**config.mk**
```make
export PLATFORM = sky130hd
export DESIGN_NAME = waypoint_message_parser_top_flat
export DESIGN_NICKNAME = d
export VERILOG_FILES = /design/src/sv/wpp_pkg.sv /design/src/sv/wpp_if.sv /design/src/sv/wpp_front.sv /design/src/sv/wpp_queue.sv /design/src/sv/wpp_back.sv /design/src/sv/waypoint_message_parser_top.sv /design/src/flat_wrapper.sv
export SDC_FILE = /design/constraint.sdc
export NUM_CORES = 1
export LEC_CHECK = 0
export BUFFER_PORTS_ARGS = -buffer_cell sky130_fd_sc_hd__buf_2
export CAP_MARGIN = 20
export CORE_ASPECT_RATIO = 1.5
export CORE_MARGIN = 2
export CORE_UTILIZATION = 61
export DETAILED_ROUTE_END_ITERATION = 8
export PLACE_DENSITY = 0.81
export SYNTH_ARGS = -nofsm -noshare
export SYNTH_HDL_FRONTEND = slang
export SYNTH_SLANG_ARGS = --single-unit
export TNS_END_PERCENT = 1
```
**constraint.sdc**
```tcl
create_clock -name clock -period 11.2 [get_ports clock]
set_clock_uncertainty 0.1 [all_clocks]
set_input_delay 0.56 -clock clock [delete_from_list [all_inputs] [get_ports clock]]
set_output_delay 0.56 -clock clock [all_outputs]
set_load 0.1 [all_outputs]
```
**src/sv/wpp_pkg.sv**
```systemverilog
`default_nettype none

package wpp_pkg;

   // Byte codes the parser reacts to
   localparam logic [7:0] CHAR_NUL    = 8'h00;
   localparam logic [7:0] CHAR_TAB    = 8'h09;
   localparam logic [7:0] CHAR_LF     = 8'h0A;
   localparam logic [7:0] CHAR_VT     = 8'h0B;
   localparam logic [7:0] CHAR_FF     = 8'h0C;
   localparam logic [7:0] CHAR_CR     = 8'h0D;
   localparam logic [7:0] CHAR_SPACE  = 8'h20;
   localparam logic [7:0] CHAR_LPAREN = 8'h28;
   localparam logic [7:0] CHAR_RPAREN = 8'h29;
   localparam logic [7:0] CHAR_PLUS   = 8'h2B;
   localparam logic [7:0] CHAR_COMMA  = 8'h2C;
   localparam logic [7:0] CHAR_MINUS  = 8'h2D;
   localparam logic [7:0] CHAR_ZERO   = 8'h30;
   localparam logic [7:0] CHAR_NINE   = 8'h39;

   // Token slots; the index saturates one past the last slot
   localparam logic [2:0] TOK_DIR = 3'd1;
   localparam logic [2:0] TOK_LON = 3'd2;
   localparam logic [2:0] TOK_LAT = 3'd3;
   localparam logic [2:0] TOK_MAX = 3'd4;

   localparam logic [1:0] BYTE_COUNT_MAX = 2'd2;

   typedef enum logic [2:0] {
      CLS_NUL,
      CLS_DELIM,
      CLS_SPACE,
      CLS_PLUS,
      CLS_MINUS,
      CLS_DIGIT,
      CLS_OTHER
   } char_class_type;

   typedef enum logic [1:0] {
      PH_SKIP,
      PH_DIGITS,
      PH_DONE
   } conv_phase_type;

   // One classified byte as it travels from front to back
   typedef struct packed {
      char_class_type cls;
      logic [3:0]     digit;
      logic           is_last;
      logic           frame_ok;
   } beat_type;

endpackage

`default_nettype wire

```
**src/sv/wpp_if.sv**
```systemverilog
`default_nettype none

interface wpp_req_if;
   logic       valid;
   logic       ready;
   logic [7:0] ch;
   logic       is_last;

   modport source (output valid, output ch, output is_last, input ready);
   modport sink (input valid, input ch, input is_last, output ready);
endinterface

interface wpp_rsp_if;
   logic        valid;
   logic        ready;
   logic        ok;
   logic [7:0]  direction;
   logic [31:0] longitude;
   logic [31:0] latitude;

   modport source (output valid, output ok, output direction, output longitude,
                   output latitude, input ready);
   modport sink (input valid, input ok, input direction, input longitude,
                 input latitude, output ready);
endinterface

`default_nettype wire

```
**src/sv/wpp_front.sv**
```systemverilog
`default_nettype none

module wpp_front (
   input  wire logic             clock,
   input  wire logic             reset,
   wpp_req_if.sink               req_chan,
   output      logic             push_valid,
   input  wire logic             push_ready,
   output      wpp_pkg::beat_type push_beat
);
   import wpp_pkg::*;

   logic [1:0] byte_count_ff, byte_count_in;
   logic       first_ok_ff, first_ok_in;
   logic [7:0] prev_byte_ff, prev_byte_in;
   logic       first_ok_now;
   logic       accept;
   char_class_type cls;

   assign req_chan.ready = push_ready;
   assign push_valid     = req_chan.valid;
   assign accept         = req_chan.valid && push_ready;

   // Classify the byte
   always_comb begin
      if (req_chan.ch == CHAR_NUL) begin
         cls = CLS_NUL;
      end else if (req_chan.ch inside {CHAR_LPAREN, CHAR_RPAREN, CHAR_TAB, CHAR_COMMA,
                                       CHAR_SPACE}) begin
         cls = CLS_DELIM;
      end else if (req_chan.ch inside {CHAR_LF, CHAR_VT, CHAR_FF, CHAR_CR}) begin
         cls = CLS_SPACE;
      end else if (req_chan.ch == CHAR_PLUS) begin
         cls = CLS_PLUS;
      end else if (req_chan.ch == CHAR_MINUS) begin
         cls = CLS_MINUS;
      end else if (req_chan.ch inside {[CHAR_ZERO:CHAR_NINE]}) begin
         cls = CLS_DIGIT;
      end else begin
         cls = CLS_OTHER;
      end
   end

   // Track framing: opening paren first, closing paren second to last
   assign first_ok_now = (byte_count_ff == 2'd0) ? (req_chan.ch == CHAR_LPAREN) : first_ok_ff;

   always_comb begin
      push_beat.cls      = cls;
      push_beat.digit    = req_chan.ch[3:0];
      push_beat.is_last  = req_chan.is_last;
      push_beat.frame_ok = (byte_count_ff != 2'd0) && first_ok_now &&
                           (prev_byte_ff == CHAR_RPAREN);
   end

   always_comb begin
      byte_count_in = byte_count_ff;
      first_ok_in   = first_ok_ff;
      prev_byte_in  = prev_byte_ff;
      if (accept) begin
         if (req_chan.is_last) begin
            byte_count_in = 2'd0;
            first_ok_in   = 1'b0;
            prev_byte_in  = CHAR_NUL;
         end else begin
            first_ok_in  = first_ok_now;
            prev_byte_in = req_chan.ch;
            if (byte_count_ff < BYTE_COUNT_MAX) begin
               byte_count_in = byte_count_ff + 2'd1;
            end
         end
      end
   end

   always_ff @(posedge clock) begin
      if (reset) begin
         byte_count_ff <= 2'd0;
         first_ok_ff   <= 1'b0;
         prev_byte_ff  <= CHAR_NUL;
      end else begin
         byte_count_ff <= byte_count_in;
         first_ok_ff   <= first_ok_in;
         prev_byte_ff  <= prev_byte_in;
      end
   end

endmodule

`default_nettype wire

```
**src/sv/wpp_queue.sv**
```systemverilog
`default_nettype none

module wpp_queue (
   input  wire logic              clock,
   input  wire logic              reset,
   input  wire logic              push_valid,
   output      logic              push_ready,
   input  wire wpp_pkg::beat_type push_beat,
   output      logic              pop_valid,
   input  wire logic              pop_ready,
   output      wpp_pkg::beat_type pop_beat
);
   import wpp_pkg::*;

   beat_type   entry_ff [2];
   logic       wr_ptr_ff, wr_ptr_in;
   logic       rd_ptr_ff, rd_ptr_in;
   logic [1:0] count_ff, count_in;
   logic       do_push, do_pop;

   assign push_ready = (count_ff != 2'd2);
   assign pop_valid  = (count_ff != 2'd0);
   assign pop_beat   = entry_ff[rd_ptr_ff];
   assign do_push    = push_valid && push_ready;
   assign do_pop     = pop_valid && pop_ready;

   // Advance pointers and occupancy
   always_comb begin
      wr_ptr_in = do_push ? !wr_ptr_ff : wr_ptr_ff;
      rd_ptr_in = do_pop ? !rd_ptr_ff : rd_ptr_ff;
      count_in  = count_ff;
      if (do_push && !do_pop) begin
         count_in = count_ff + 2'd1;
      end else if (do_pop && !do_push) begin
         count_in = count_ff - 2'd1;
      end
   end

   always_ff @(posedge clock) begin
      if (reset) begin
         wr_ptr_ff <= 1'b0;
         rd_ptr_ff <= 1'b0;
         count_ff  <= 2'd0;
      end else begin
         wr_ptr_ff <= wr_ptr_in;
         rd_ptr_ff <= rd_ptr_in;
         count_ff  <= count_in;
      end
   end

   always_ff @(posedge clock) begin
      if (do_push) begin
         entry_ff[wr_ptr_ff] <= push_beat;
      end
   end

endmodule

`default_nettype wire

```
**src/sv/wpp_back.sv**
```systemverilog
`default_nettype none

module wpp_back (
   input  wire logic              clock,
   input  wire logic              reset,
   input  wire logic              pop_valid,
   output      logic              pop_ready,
   input  wire wpp_pkg::beat_type pop_beat,
   wpp_rsp_if.source              rsp_chan
);
   import wpp_pkg::*;

   // Tokenizer and converter state
   logic           nul_ff, nul_in;
   logic           in_tok_ff, in_tok_in;
   logic [2:0]     idx_ff, idx_in;
   conv_phase_type phase_ff, phase_in;
   logic           neg_ff, neg_in;
   logic [31:0]    acc_ff, acc_in;
   logic [31:0]    acc_mul;
   logic           store;

   // Token slots hold the magnitude and the sign; negation happens at the port
   logic [7:0]  dir_raw_ff, dir_raw_in;
   logic        dir_neg_ff, dir_neg_in;
   logic [31:0] lon_raw_ff, lon_raw_in;
   logic        lon_neg_ff, lon_neg_in;
   logic [31:0] lat_raw_ff, lat_raw_in;
   logic        lat_neg_ff, lat_neg_in;

   // Result register
   logic        rsp_valid_ff, rsp_valid_in;
   logic        rsp_ok_ff;
   logic [7:0]  rsp_dir_ff;
   logic        rsp_dir_neg_ff;
   logic [31:0] rsp_lon_ff;
   logic        rsp_lon_neg_ff;
   logic [31:0] rsp_lat_ff;
   logic        rsp_lat_neg_ff;

   logic out_free, do_pop, finish;

   assign out_free  = !rsp_valid_ff || rsp_chan.ready;
   assign pop_ready = !pop_beat.is_last || out_free;
   assign do_pop    = pop_valid && pop_ready;
   assign finish    = do_pop && pop_beat.is_last;

   assign acc_mul = {acc_ff[28:0], 3'b000} + {acc_ff[30:0], 1'b0} + {28'd0, pop_beat.digit};

   // Step the tokenizer and the converter by one byte
   always_comb begin
      nul_in     = nul_ff;
      in_tok_in  = in_tok_ff;
      idx_in     = idx_ff;
      phase_in   = phase_ff;
      neg_in     = neg_ff;
      acc_in     = acc_ff;
      store      = 1'b0;
      dir_raw_in = dir_raw_ff;
      dir_neg_in = dir_neg_ff;
      lon_raw_in = lon_raw_ff;
      lon_neg_in = lon_neg_ff;
      lat_raw_in = lat_raw_ff;
      lat_neg_in = lat_neg_ff;
      if (!nul_ff) begin
         case (pop_beat.cls)
            CLS_NUL: begin
               nul_in    = 1'b1;
               in_tok_in = 1'b0;
            end
            CLS_DELIM: begin
               in_tok_in = 1'b0;
            end
            default: begin
               if (!in_tok_ff) begin
                  in_tok_in = 1'b1;
                  if (idx_ff < TOK_MAX) begin
                     idx_in = idx_ff + 3'd1;
                  end
                  phase_in = PH_SKIP;
                  neg_in   = 1'b0;
                  acc_in   = 32'd0;
               end
               case (phase_in)
                  PH_SKIP: begin
                     if (pop_beat.cls == CLS_PLUS || pop_beat.cls == CLS_MINUS) begin
                        neg_in   = (pop_beat.cls == CLS_MINUS);
                        phase_in = PH_DIGITS;
                        store    = 1'b1;
                     end else if (pop_beat.cls == CLS_DIGIT) begin
                        acc_in   = {28'd0, pop_beat.digit};
                        phase_in = PH_DIGITS;
                        store    = 1'b1;
                     end else if (pop_beat.cls != CLS_SPACE) begin
                        phase_in = PH_DONE;
                        store    = 1'b1;
                     end
                  end
                  PH_DIGITS: begin
                     if (pop_beat.cls == CLS_DIGIT) begin
                        acc_in = acc_mul;
                     end else begin
                        phase_in = PH_DONE;
                     end
                     store = 1'b1;
                  end
                  default: begin
                     store = 1'b1;
                  end
               endcase
            end
         endcase
      end
      // Write the running value into the current token's slot
      if (store) begin
         case (idx_in)
            TOK_DIR: begin
               dir_raw_in = acc_in[7:0];
               dir_neg_in = neg_in;
            end
            TOK_LON: begin
               lon_raw_in = acc_in;
               lon_neg_in = neg_in;
            end
            TOK_LAT: begin
               lat_raw_in = acc_in;
               lat_neg_in = neg_in;
            end
            default: begin
            end
         endcase
      end
   end

   always_ff @(posedge clock) begin
      if (reset || finish) begin
         nul_ff     <= 1'b0;
         in_tok_ff  <= 1'b0;
         idx_ff     <= 3'd0;
         phase_ff   <= PH_SKIP;
         neg_ff     <= 1'b0;
         acc_ff     <= 32'd0;
         dir_raw_ff <= 8'd0;
         dir_neg_ff <= 1'b0;
         lon_raw_ff <= 32'd0;
         lon_neg_ff <= 1'b0;
         lat_raw_ff <= 32'd0;
         lat_neg_ff <= 1'b0;
      end else if (do_pop) begin
         nul_ff     <= nul_in;
         in_tok_ff  <= in_tok_in;
         idx_ff     <= idx_in;
         phase_ff   <= phase_in;
         neg_ff     <= neg_in;
         acc_ff     <= acc_in;
         dir_raw_ff <= dir_raw_in;
         dir_neg_ff <= dir_neg_in;
         lon_raw_ff <= lon_raw_in;
         lon_neg_ff <= lon_neg_in;
         lat_raw_ff <= lat_raw_in;
         lat_neg_ff <= lat_neg_in;
      end
   end

   // Hold the result until the receiver takes it
   always_comb begin
      rsp_valid_in = rsp_valid_ff;
      if (finish) begin
         rsp_valid_in = 1'b1;
      end else if (rsp_chan.ready) begin
         rsp_valid_in = 1'b0;
      end
   end

   always_ff @(posedge clock) begin
      if (reset) begin
         rsp_valid_ff <= 1'b0;
      end else begin
         rsp_valid_ff <= rsp_valid_in;
      end
   end

   // Capture the message result; zero everything on bad framing
   always_ff @(posedge clock) begin
      if (finish) begin
         rsp_ok_ff      <= pop_beat.frame_ok && (idx_in == TOK_LAT);
         rsp_dir_ff     <= pop_beat.frame_ok ? dir_raw_in : 8'd0;
         rsp_dir_neg_ff <= pop_beat.frame_ok && dir_neg_in;
         rsp_lon_ff     <= pop_beat.frame_ok ? lon_raw_in : 32'd0;
         rsp_lon_neg_ff <= pop_beat.frame_ok && lon_neg_in;
         rsp_lat_ff     <= pop_beat.frame_ok ? lat_raw_in : 32'd0;
         rsp_lat_neg_ff <= pop_beat.frame_ok && lat_neg_in;
      end
   end

   assign rsp_chan.valid     = rsp_valid_ff;
   assign rsp_chan.ok        = rsp_ok_ff;
   assign rsp_chan.direction = rsp_dir_neg_ff ? (8'd0 - rsp_dir_ff) : rsp_dir_ff;
   assign rsp_chan.longitude = rsp_lon_neg_ff ? (32'd0 - rsp_lon_ff) : rsp_lon_ff;
   assign rsp_chan.latitude  = rsp_lat_neg_ff ? (32'd0 - rsp_lat_ff) : rsp_lat_ff;

endmodule

`default_nettype wire

```
**src/sv/waypoint_message_parser_top.sv**
```systemverilog
// Waypoint message parser.
// req_chan carries one message byte per beat (ch) with is_last on the final
// byte. After the last byte one beat leaves on rsp_chan: ok, direction,
// longitude and latitude, taken from the first three tokens of a message
// framed as "(" ... ")" plus one trailing byte. Bad framing returns all zeros.
// Throughput is one byte per cycle: the front classifies each byte and tracks
// framing, a two-entry queue decouples it from the back, which runs the
// tokenizer and the atoi-style converter (one multiply-by-ten add per cycle).
// The last byte is held in a queue entry and its result in the output register.
// A pending result sits in the output register while further bytes of the next
// message keep flowing; only the next last byte waits for it, and the queue
// then fills and drops req_chan.ready until the receiver takes the beat.
// Synchronous reset clears framing, tokenizer state, the queue and the
// output valid flag; the block accepts bytes as soon as reset is released.
`default_nettype none

module waypoint_message_parser_top (
   input wire logic clock,
   input wire logic reset,
   wpp_req_if.sink   req_chan,
   wpp_rsp_if.source rsp_chan
);
   import wpp_pkg::*;

   logic     push_valid, push_ready;
   beat_type push_beat;
   logic     pop_valid, pop_ready;
   beat_type pop_beat;

   wpp_front u_front (
      .clock      (clock),
      .reset      (reset),
      .req_chan   (req_chan),
      .push_valid (push_valid),
      .push_ready (push_ready),
      .push_beat  (push_beat)
   );

   wpp_queue u_queue (
      .clock      (clock),
      .reset      (reset),
      .push_valid (push_valid),
      .push_ready (push_ready),
      .push_beat  (push_beat),
      .pop_valid  (pop_valid),
      .pop_ready  (pop_ready),
      .pop_beat   (pop_beat)
   );

   wpp_back u_back (
      .clock     (clock),
      .reset     (reset),
      .pop_valid (pop_valid),
      .pop_ready (pop_ready),
      .pop_beat  (pop_beat),
      .rsp_chan  (rsp_chan)
   );

endmodule

`default_nettype wire

```
**src/flat_wrapper.sv**
```systemverilog
// flat-port wrapper written by rule: the top's interface ports become plain ports
module waypoint_message_parser_top_flat import wpp_pkg::*;
  (clock, reset, req_chan_valid, req_chan_ch, req_chan_is_last, req_chan_ready, rsp_chan_valid, rsp_chan_ok, rsp_chan_direction, rsp_chan_longitude, rsp_chan_latitude, rsp_chan_ready);
  wpp_req_if req_chan_i ();
  wpp_rsp_if rsp_chan_i ();
  input wire logic clock;
  input wire logic reset;
  input wire logic [$bits(req_chan_i.valid)-1:0] req_chan_valid;
  input wire logic [$bits(req_chan_i.ch)-1:0] req_chan_ch;
  input wire logic [$bits(req_chan_i.is_last)-1:0] req_chan_is_last;
  output wire logic [$bits(req_chan_i.ready)-1:0] req_chan_ready;
  output wire logic [$bits(rsp_chan_i.valid)-1:0] rsp_chan_valid;
  output wire logic [$bits(rsp_chan_i.ok)-1:0] rsp_chan_ok;
  output wire logic [$bits(rsp_chan_i.direction)-1:0] rsp_chan_direction;
  output wire logic [$bits(rsp_chan_i.longitude)-1:0] rsp_chan_longitude;
  output wire logic [$bits(rsp_chan_i.latitude)-1:0] rsp_chan_latitude;
  input wire logic [$bits(rsp_chan_i.ready)-1:0] rsp_chan_ready;
  assign req_chan_i.valid = req_chan_valid;
  assign req_chan_i.ch = req_chan_ch;
  assign req_chan_i.is_last = req_chan_is_last;
  assign req_chan_ready = req_chan_i.ready;
  assign rsp_chan_valid = rsp_chan_i.valid;
  assign rsp_chan_ok = rsp_chan_i.ok;
  assign rsp_chan_direction = rsp_chan_i.direction;
  assign rsp_chan_longitude = rsp_chan_i.longitude;
  assign rsp_chan_latitude = rsp_chan_i.latitude;
  assign rsp_chan_i.ready = rsp_chan_ready;
  waypoint_message_parser_top u_core (.clock(clock), .reset(reset), .req_chan(req_chan_i), .rsp_chan(rsp_chan_i));
endmodule
```
After elaboration in Yosys (flattened, before gate mapping) --
Memory sizes are Yosys's and may differ from the RTL's. A register that Yosys moved wholly into a read port is not among the register bits. Cells that the tools add are included.
Storage, ports and cells: flip-flop bits (word level) 207, input port bits 13, bits in writable memories 18, memories 1
Memories:
- u_core.u_queue.entry_ff | depth 2, bits a word 9, rd ports 1, clocked after Yosys merged registers in 1, wr ports 1, line wpp_queue.sv:15 | beat_type entry_ff [2];
Operators by class: equality and inequality tests 22, order comparisons 4, reductions and logical operators 37, mux-type cells 67, $add $sub $neg 9, bitwise logic cells 2
Operator list (number):
- 32-bit 2-to-1 mux | 12
- 32-bit one-hot mux with 2 select lines | 1
- 1-bit by 32-bit subtractor with 32-bit output, first input constant | 2
- 8-bit by 6-bit equality test with 1-bit output, second input constant | 7
- 8-bit by 4-bit equality test with 1-bit output, second input constant | 5
- 32-bit adder | 1
- 32-bit by 4-bit adder with 32-bit output | 1
- 8-bit 2-to-1 mux | 4
- 1-bit 2-to-1 mux | 28
- 2-bit 2-to-1 mux | 13
- 3-bit 2-to-1 mux | 8
- 1-bit logical AND | 12
- 2-bit nonzero test | 5
- 3-bit by 2-bit equality test with 1-bit output, second input constant | 3
- 8-bit by 6-bit greater-or-equal comparator with 1-bit output, second input constant | 1
- 8-bit by 6-bit less-or-equal comparator with 1-bit output, second input constant | 1
- 8-bit logical NOT | 1
- 1-bit by 8-bit subtractor with 8-bit output, first input constant | 1
- 3-bit by 1-bit equality test with 1-bit output, second input constant | 2
- 3-bit equality test, second input constant | 2
- 1-bit logical NOT | 6
- 5-bit nonzero test | 1
- 2-bit by 1-bit adder with 2-bit output, second input constant | 2
- 2-bit logical NOT | 2
- 15 further kinds | 20

Logic depth before layout (Yosys ltp) --
Gate-level depths: netlist (run 1).
depth after elaboration 11, mapped depth 14, gate-level depth less buffers 12

Modules after synthesis --
From an unflattened synthesis (run 1), not the netlist that was laid out.
Second synthesis, totals: cell total of the unflattened synthesis 1479, area total of the unflattened synthesis 13317.8 µm²
Modules (own cells, without submodules):
- wpp_back | area each 11686.2 µm², instances 1, cells each 1334
- wpp_queue | area each 877.1 µm², instances 1, cells each 52
- wpp_front | area each 754.5 µm², instances 1, cells each 93

Least setup slack after synthesis (run 1) --
No wires, ideal clock.
path kind reg-to-reg, from register u_core.u_back.rsp_valid_ff (netlist: u_core.u_back.rsp_chan.valid), to register u_core.u_back.dir_raw_ff[0], required time 10.962 ns, cell stages (with the launch flop) 9, arrival 5.586 ns, setup time 0.138 ns, setup slack 5.376 ns, period minus slack after synthesis 5.824 ns, path through dfxtp_1 nand2b_1 o22a_1 inv_1 nor2_1 or2_2 clkbuf_1 clkbuf_1 a211oi_1
On the way: cells in the longest elaborated chain, start to end 6
RTL lines:
- from (decl) | line wpp_back.sv:32 | logic rsp_valid_ff, rsp_valid_in;
- from (signal assigned) | line wpp_back.sv:179 | rsp_valid_ff <= rsp_valid_in;
- 1-bit logical NOT | line wpp_back.sv:43 | assign out_free = !rsp_valid_ff || rsp_chan.ready;
- 1-bit logical OR | line wpp_back.sv:43
- 1-bit logical OR | line wpp_back.sv:44 | assign pop_ready = !pop_beat.is_last || out_free;
- 1-bit logical AND | line wpp_back.sv:45 | assign do_pop = pop_valid && pop_ready;
- 1-bit logical AND | line wpp_back.sv:46 | assign finish = do_pop && pop_beat.is_last;
- named net u_core.u_back.finish | line wpp_back.sv:41 | logic out_free, do_pop, finish;
- 1-bit logical OR | line wpp_back.sv:136 | if (reset || finish) begin
- to (signal assigned) | line wpp_back.sv:156 | dir_raw_ff <= dir_raw_in;
- to (decl) | line wpp_back.sv:24 | logic [7:0] dir_raw_ff, dir_raw_in;
The timed path passes the listed nets, and every way through them passes these cells. A chain may end at the register's enable or synchronous reset.

==> flow_summary.toml, run 1 <==
[status]
status = "complete, no violations"

[timing]
relSlewSlack_pct = 29.4
worstMarginPinSlew_ns = 1.06
hold_viol_final = 0
period_share_pct = 44.7
fmax_ghz = 0.200
min_period_ns = 5.01
whs_ns = 0.254
setup_viol = 0
final-max-slew-violation-count = 0
fin_tns_setup_ns = 0
rsz0062_at_grt = "no"

[setup_path]
cp-start-kind = "register"
path_class = "register to register"
reg2reg_slack_ns = 6.19
cp-end-kind = "register"
cp.arrival_ns = 5.10
crit_required_ns = 11.30
cp_max_fo = 18

[routing]
wl_per_cell_um = 18.8
vias = 11000
antenna_left = 0
drt_drc_violations_left = 0
via_per_inst = 6.32
firstDrtPassIters = 5
drt_iter0_markers = 791
finalWirelength_mm = 32.8

[logic_synthesis]
async_reset_ff_share_pct = 0
seq_area_frac_synth_pct = 42.4
syn_nets = 1498
synthTopCellsByCount = "nor2_1, dfxtp_1, nand2_1, a211oi_1, a21oi_1"
synthTopCellsByArea = "edfxtp_1, dfxtp_1, a211oi_1, ha_1, nor2_1"
ys_types = 74
syn_area_mm2 = 0.0129
syn-mean-instance-area_um2 = 9.07
yosysTopAreaCell = "edfxtp_1"
synth_cells = 1419
yosysWarnings = 0
synth_top_area_share_pct = 21.9
synth.most_common_cell = "nor2_1"
synthFlopType = "dfxtp_1"
synth-seq-cells = 226
synth_edf_count = 94

[die]
die_height_um = 182
design.core.area_mm2 = 0.0209
initial_core_util_pct = 61.6
io_pins = 88
die-area_mm2 = 0.0223
die_w_um = 123
rows = 65

[pwr]
p_per_area_mw_per_mm2 = 306
p_leak_nw = 5.18
vdd_drop_max_v = 0.000195
p_total_w = 0.00433

[global_route]
grt_pass1_vias = 10300
grt_antenna_before_repair = 0
grt-ovfl-total = 0
grt_max_degree = 80
track_usage_pct = 29.3
grt_first_pass_wirelength_mm = 52.2

[clock_network]
post_cts_resized = 0
cts_buffers = 20
cts_max_level = 1
clk_latency_ns = 0.51
clk_pin_slew_worst_paths_ns = 0.07
post_cts_buffers = 0
clkSinkCount = 226
clockBufferDepth = 3
cts-root-buf = "clkbuf_16"
cts_tree = "built"
ctsHoldBuffers = 0

[finish]
fin_nets = 1539
syn2layout_area_growth_pct = 9.71
regArea_mm2 = 0.00547
multi_input_area_mm2 = 0.00699
fill_cells = 1681
diodes = 0
drive_gt1_share_pct = 10.7

[placed_design]
place.gp.congestion = 0.953
io_buffers = 87
place_hpwl_mm = 23.8

[job]
max-cap-violations = 0

[hold_path]
holdCritPathClass = "input port to register"
==> through the flow <==
step	cell area [um^2]	std cells	setup slack, ns	util (%)
3_5_place_dp	13400	1706	6.25	64.3
6_report	14100	1742	6.19	67.6
3_3_place_gp	13400	1706	6.39	64.3
4_1_cts	14100	1742	6.21	67.6
5_1_grt	14100	1742	5.93	67.6
2_1_floorplan	12900	1419	5.38	-
==> where the power goes <==
| group | switching [W] | internal [W] |
|---|---|---|
| clock network | 0.000306 | 0.000411 |
| logic | 0.00183 | 0.000522 |
| registers | 0.000178 | 0.00107 |
| total | 0.00232 | 0.00201 |
==> layout make-up <==
class | count | area share, %
Timing Repair Buffer | 99 | 3.72
Clock inverter | 7 | 0.567
Multi-Input combinational cell | 1083 | 49.5
Sequential cell | 226 | 38.7
Clock buffer | 29 | 4.37
Tap cell | 268 | 2.37
Inverter | 30 | 0.797
==> cell families after synthesis <==
logic type	count (synthesis)	share of synthesized area [%]
compound gates	461	23.7
xor+xnor	97	6.60
fa+ha+maj	66	6.53
buf+inv	110	3.64
flops	226	42.4
mux	16	1.28
simple gates	443	15.8
==> final timing paths <==
kind / start / endpoint / cells after the start
max: register / u_core.u_back.rsp_lat_ff[30] / 12
min: req_chan_ch[0] / u_core.u_queue.entry_ff[0][2] / 1
max reg2reg: register / u_core.u_back.rsp_lat_ff[30] / 12
min reg2reg: u_core.u_back.lon_raw_ff[23] / u_core.u_back.lon_raw_ff[23] / 2
==> critical path, stage by stage (launching register included) <==
cell	delay, ns
dfxtp_1	0.76
mux2i_1	0.28
fa_1	0.58
inv_1	0.07
fa_1	0.48
a211oi_1	0.30
o211ai_1	0.19
a21oi_1	0.48
o311ai_0	0.34
nand4_1	0.20
mux2i_1	0.13
a211oi_1	0.59
a21oi_1	0.19
==> flip-flops by register name, indices dropped and copies added, names as in the netlist, 2 cells and up, named ones only <==
signal and count:
u_core.u_back.acc_ff 32, u_core.u_back.phase_ff 2, u_core.u_front.byte_count_ff 2, u_core.u_back.rsp_dir_ff 8, u_core.u_front.prev_byte_ff 8, u_core.u_back.dir_raw_ff 8
u_core.u_queue.entry_ff 18, u_core.u_queue.count_ff 2, u_core.u_back.lon_raw_ff 32, u_core.u_back.idx_ff 3, u_core.u_back.lat_raw_ff 32, u_core.u_back.rsp_lon_ff 32
u_core.u_back.rsp_lat_ff 32
==> per-layer routing <==
layer,GRT usage (%),vias to the layer above,wire [um]
li1,-,5334,-
met1,35.4,5241,13000
met2,52.2,348,16700
met3,2.76,83,1610
met4,13.1,0,1470
met5,0,-,0
==> cells in the final DEF, fill, tap and decap left out, types with 22 or more instances in the layout <==
| master | Yosys | layout |
|---|---|---|
| a211oi_1 | 115 | 115 |
| nand2_1 | 116 | 116 |
| a21oi_1 | 104 | 104 |
| inv_1 | 30 | 30 |
| xnor2_1 | 78 | 78 |
| o21ai_0 | 89 | 89 |
| ha_1 | 64 | 64 |
| clkbuf_16 | 0 | 22 |
| buf_2 | 18 | 87 |
| dfxtp_1 | 132 | 132 |
| nor2_1 | 191 | 188 |
| edfxtp_1 | 94 | 94 |
No activity file was read; power rests on OpenSTA's default activity.
==> run 2: changes to the inputs <==
--- a/config.mk
+++ b/config.mk
@@ -5,13 +5,14 @@
 export SDC_FILE = /design/constraint.sdc
 export NUM_CORES = 1
 export LEC_CHECK = 0
+export ABC_AREA = 1
 export BUFFER_PORTS_ARGS = -buffer_cell sky130_fd_sc_hd__buf_2
 export CAP_MARGIN = 20
 export CORE_ASPECT_RATIO = 1.5
 export CORE_MARGIN = 2
-export CORE_UTILIZATION = 61
+export CORE_UTILIZATION = 56
 export DETAILED_ROUTE_END_ITERATION = 8
-export PLACE_DENSITY = 0.81
+export PLACE_DENSITY = 0.78
 export SYNTH_ARGS = -nofsm -noshare
 export SYNTH_HDL_FRONTEND = slang
 export SYNTH_SLANG_ARGS = --single-unit
==> constraint.sdc (replaced) <==
create_clock -name clock -period 4.05 [get_ports clock]
set_clock_uncertainty 0.1 [all_clocks]
set_input_delay 0.2025 -clock clock [delete_from_list [all_inputs] [get_ports clock]]
set_output_delay 0.2025 -clock clock [all_outputs]
set_load 0.1 [all_outputs]
==> flow_summary.toml, run 2 <==
[placed_design]
place_hpwl_mm = 27.6
place.gp.congestion = 0.985
io_buffers = 87

[global_route]
track_usage_pct = 27.7
grt_max_degree = 160
grt_antenna_before_repair = 0
grt_pass1_vias = 12900
grt-ovfl-total = 0
grt_first_pass_wirelength_mm = 61.7

[logic_synthesis]
synth-seq-cells = 226
yosysWarnings = 0
syn_area_mm2 = 0.0146
synth_edf_count = 94
seq_area_frac_synth_pct = 37.4
synthTopCellsByCount = "nand2_1, inv_1, nor2_1, a21oi_1, dfxtp_1"
syn_nets = 2165
synth_top_area_share_pct = 19.3
synth.most_common_cell = "nand2_1"
ys_types = 46
synthTopCellsByArea = "edfxtp_1, dfxtp_1, nand2_1, inv_1, ha_1"
async_reset_ff_share_pct = 0
synthFlopType = "dfxtp_1"
synth_cells = 2086
yosysTopAreaCell = "edfxtp_1"
syn-mean-instance-area_um2 = 7.01

[setup_path]
path_buf_inv = 2
path_class = "register to output port"
cp-start-kind = "register"
crit_family = "simple AND/OR/NAND/NOR gates"
slowest_delay_ns = 0.44
cp.arrival_ns = 3.41
crit_chain = "inv_1 > ha_1 > nand3_1 > nor4_1 > nand2_1 > nor2_1 > nand3_1 > o21ai_0 > nand2_1 > xor2_1 > buf_2"
cp-end-kind = "output port"
crit_path_top_delay_cell = "buf_2"
crit_required_ns = 3.75
cp_max_fo = 4

[die]
die-area_mm2 = 0.0274
die_w_um = 136
initial_core_util_pct = 56.7
design.core.area_mm2 = 0.0258
die_height_um = 202
io_pins = 88
rows = 72

[clock_network]
cts_max_level = 1
clk_latency_ns = 0.53
cts_tree = "built"
clockBufferDepth = 3
cts_buffers = 22
ctsHoldBuffers = 16
post_cts_buffers = 0
clk_pin_slew_worst_paths_ns = 0.06
clkSinkCount = 226
cts-root-buf = "clkbuf_16"
post_cts_resized = 0

[timing]
hold_viol_final = 0
min_period_ns = 3.71
worstMarginPinSlew_ns = 0.813
setup_viol = 0
fmax_ghz = 0.270
period_share_pct = 91.6
final-max-slew-violation-count = 0
rsz0062_at_grt = "no"
fin_tns_setup_ns = 0
whs_ns = 0.141
relSlewSlack_pct = 45.2

[routing]
finalWirelength_mm = 38.2
vias = 13600
wl_per_cell_um = 15.3
drt_iter0_markers = 1083
via_per_inst = 5.45
drt_drc_violations_left = 0
firstDrtPassIters = 5
antenna_left = 0

[finish]
final_common_cell = "nand2_1"
syn2layout_area_growth_pct = 10.4
layout_common_cells = "nand2_1, inv_1, nor2_1"
drive_gt1_share_pct = 8.91
fin_nets = 2228
diodes = 0

[hold_path]
holdCritPathClass = "input port to register"

[job]
max-cap-violations = 0

[status]
status = "complete, no violations"
[run 2: tightest hold or removal path, stage by stage]
cell and delay (ns):
buf_2 0.07, nand2_1 0.26, nand2_1 0.14, a21oi_1 0.05
[run 2: cell families after synthesis]
family	after synthesis	share of synthesized area, %
buffers and inverters	417	11.4
multiplexers	3	0.223
XOR/XNOR	76	4.61
AO/OA/AOI/OAI	363	13.7
flip-flops	226	37.4
adder cells (fa/ha/maj)	66	5.75
AND/OR/NAND/NOR	935	26.9
[run 2: final timing paths]
path / from / endpoint / slack (ns) / cells past startpoint
min reg2reg: u_core.u_queue.rd_ptr_ff / u_core.u_queue.rd_ptr_ff / 0.37 / 1
min: req_chan_valid / u_core.u_front.prev_byte_ff[3] / 0.14 / 4
max reg2reg: register / u_core.u_back.rsp_lat_ff[18] / 0.54 / 18
max: u_core.u_back.rsp_lon_ff[0] / rsp_chan_longitude[28] / 0.34 / 11
[run 2: metal layers]
layer	vias to the layer above	global-route usage (%)	wire [um]
li1	6829	-	-
met1	6218	33.0	15200
met2	474	49.8	19400
met3	102	3.03	2150
met4	0	12.4	1510
met5	-	0	0
[run 2: metrics by stage]
stage	utilization [%]	cells	area, um^2	setup WS, ns
final	62.6	2498	16100	0.342
after floorplan	-	2086	14600	0.581
after detailed placement	59.2	2442	15200	0.575
after global placement	59.2	2442	15200	0.700
after global routing	62.6	2498	16100	0.0692
after CTS	62.6	2498	16100	0.288
[run 2: final cells by class]
class	count	area, um^2
Fill cell	2308	9630
Multi-Input combinational cell	1443	7500
Sequential cell	226	5470
Inverter	338	1270
Timing Repair Buffer	118	746
Clock buffer	28	604
Tap cell	333	417
Clock inverter	12	128
Power of run 2 is left out: the tool's default activity adds up to more than one toggle a clock period on the data nets, which glitch-free logic cannot reach.
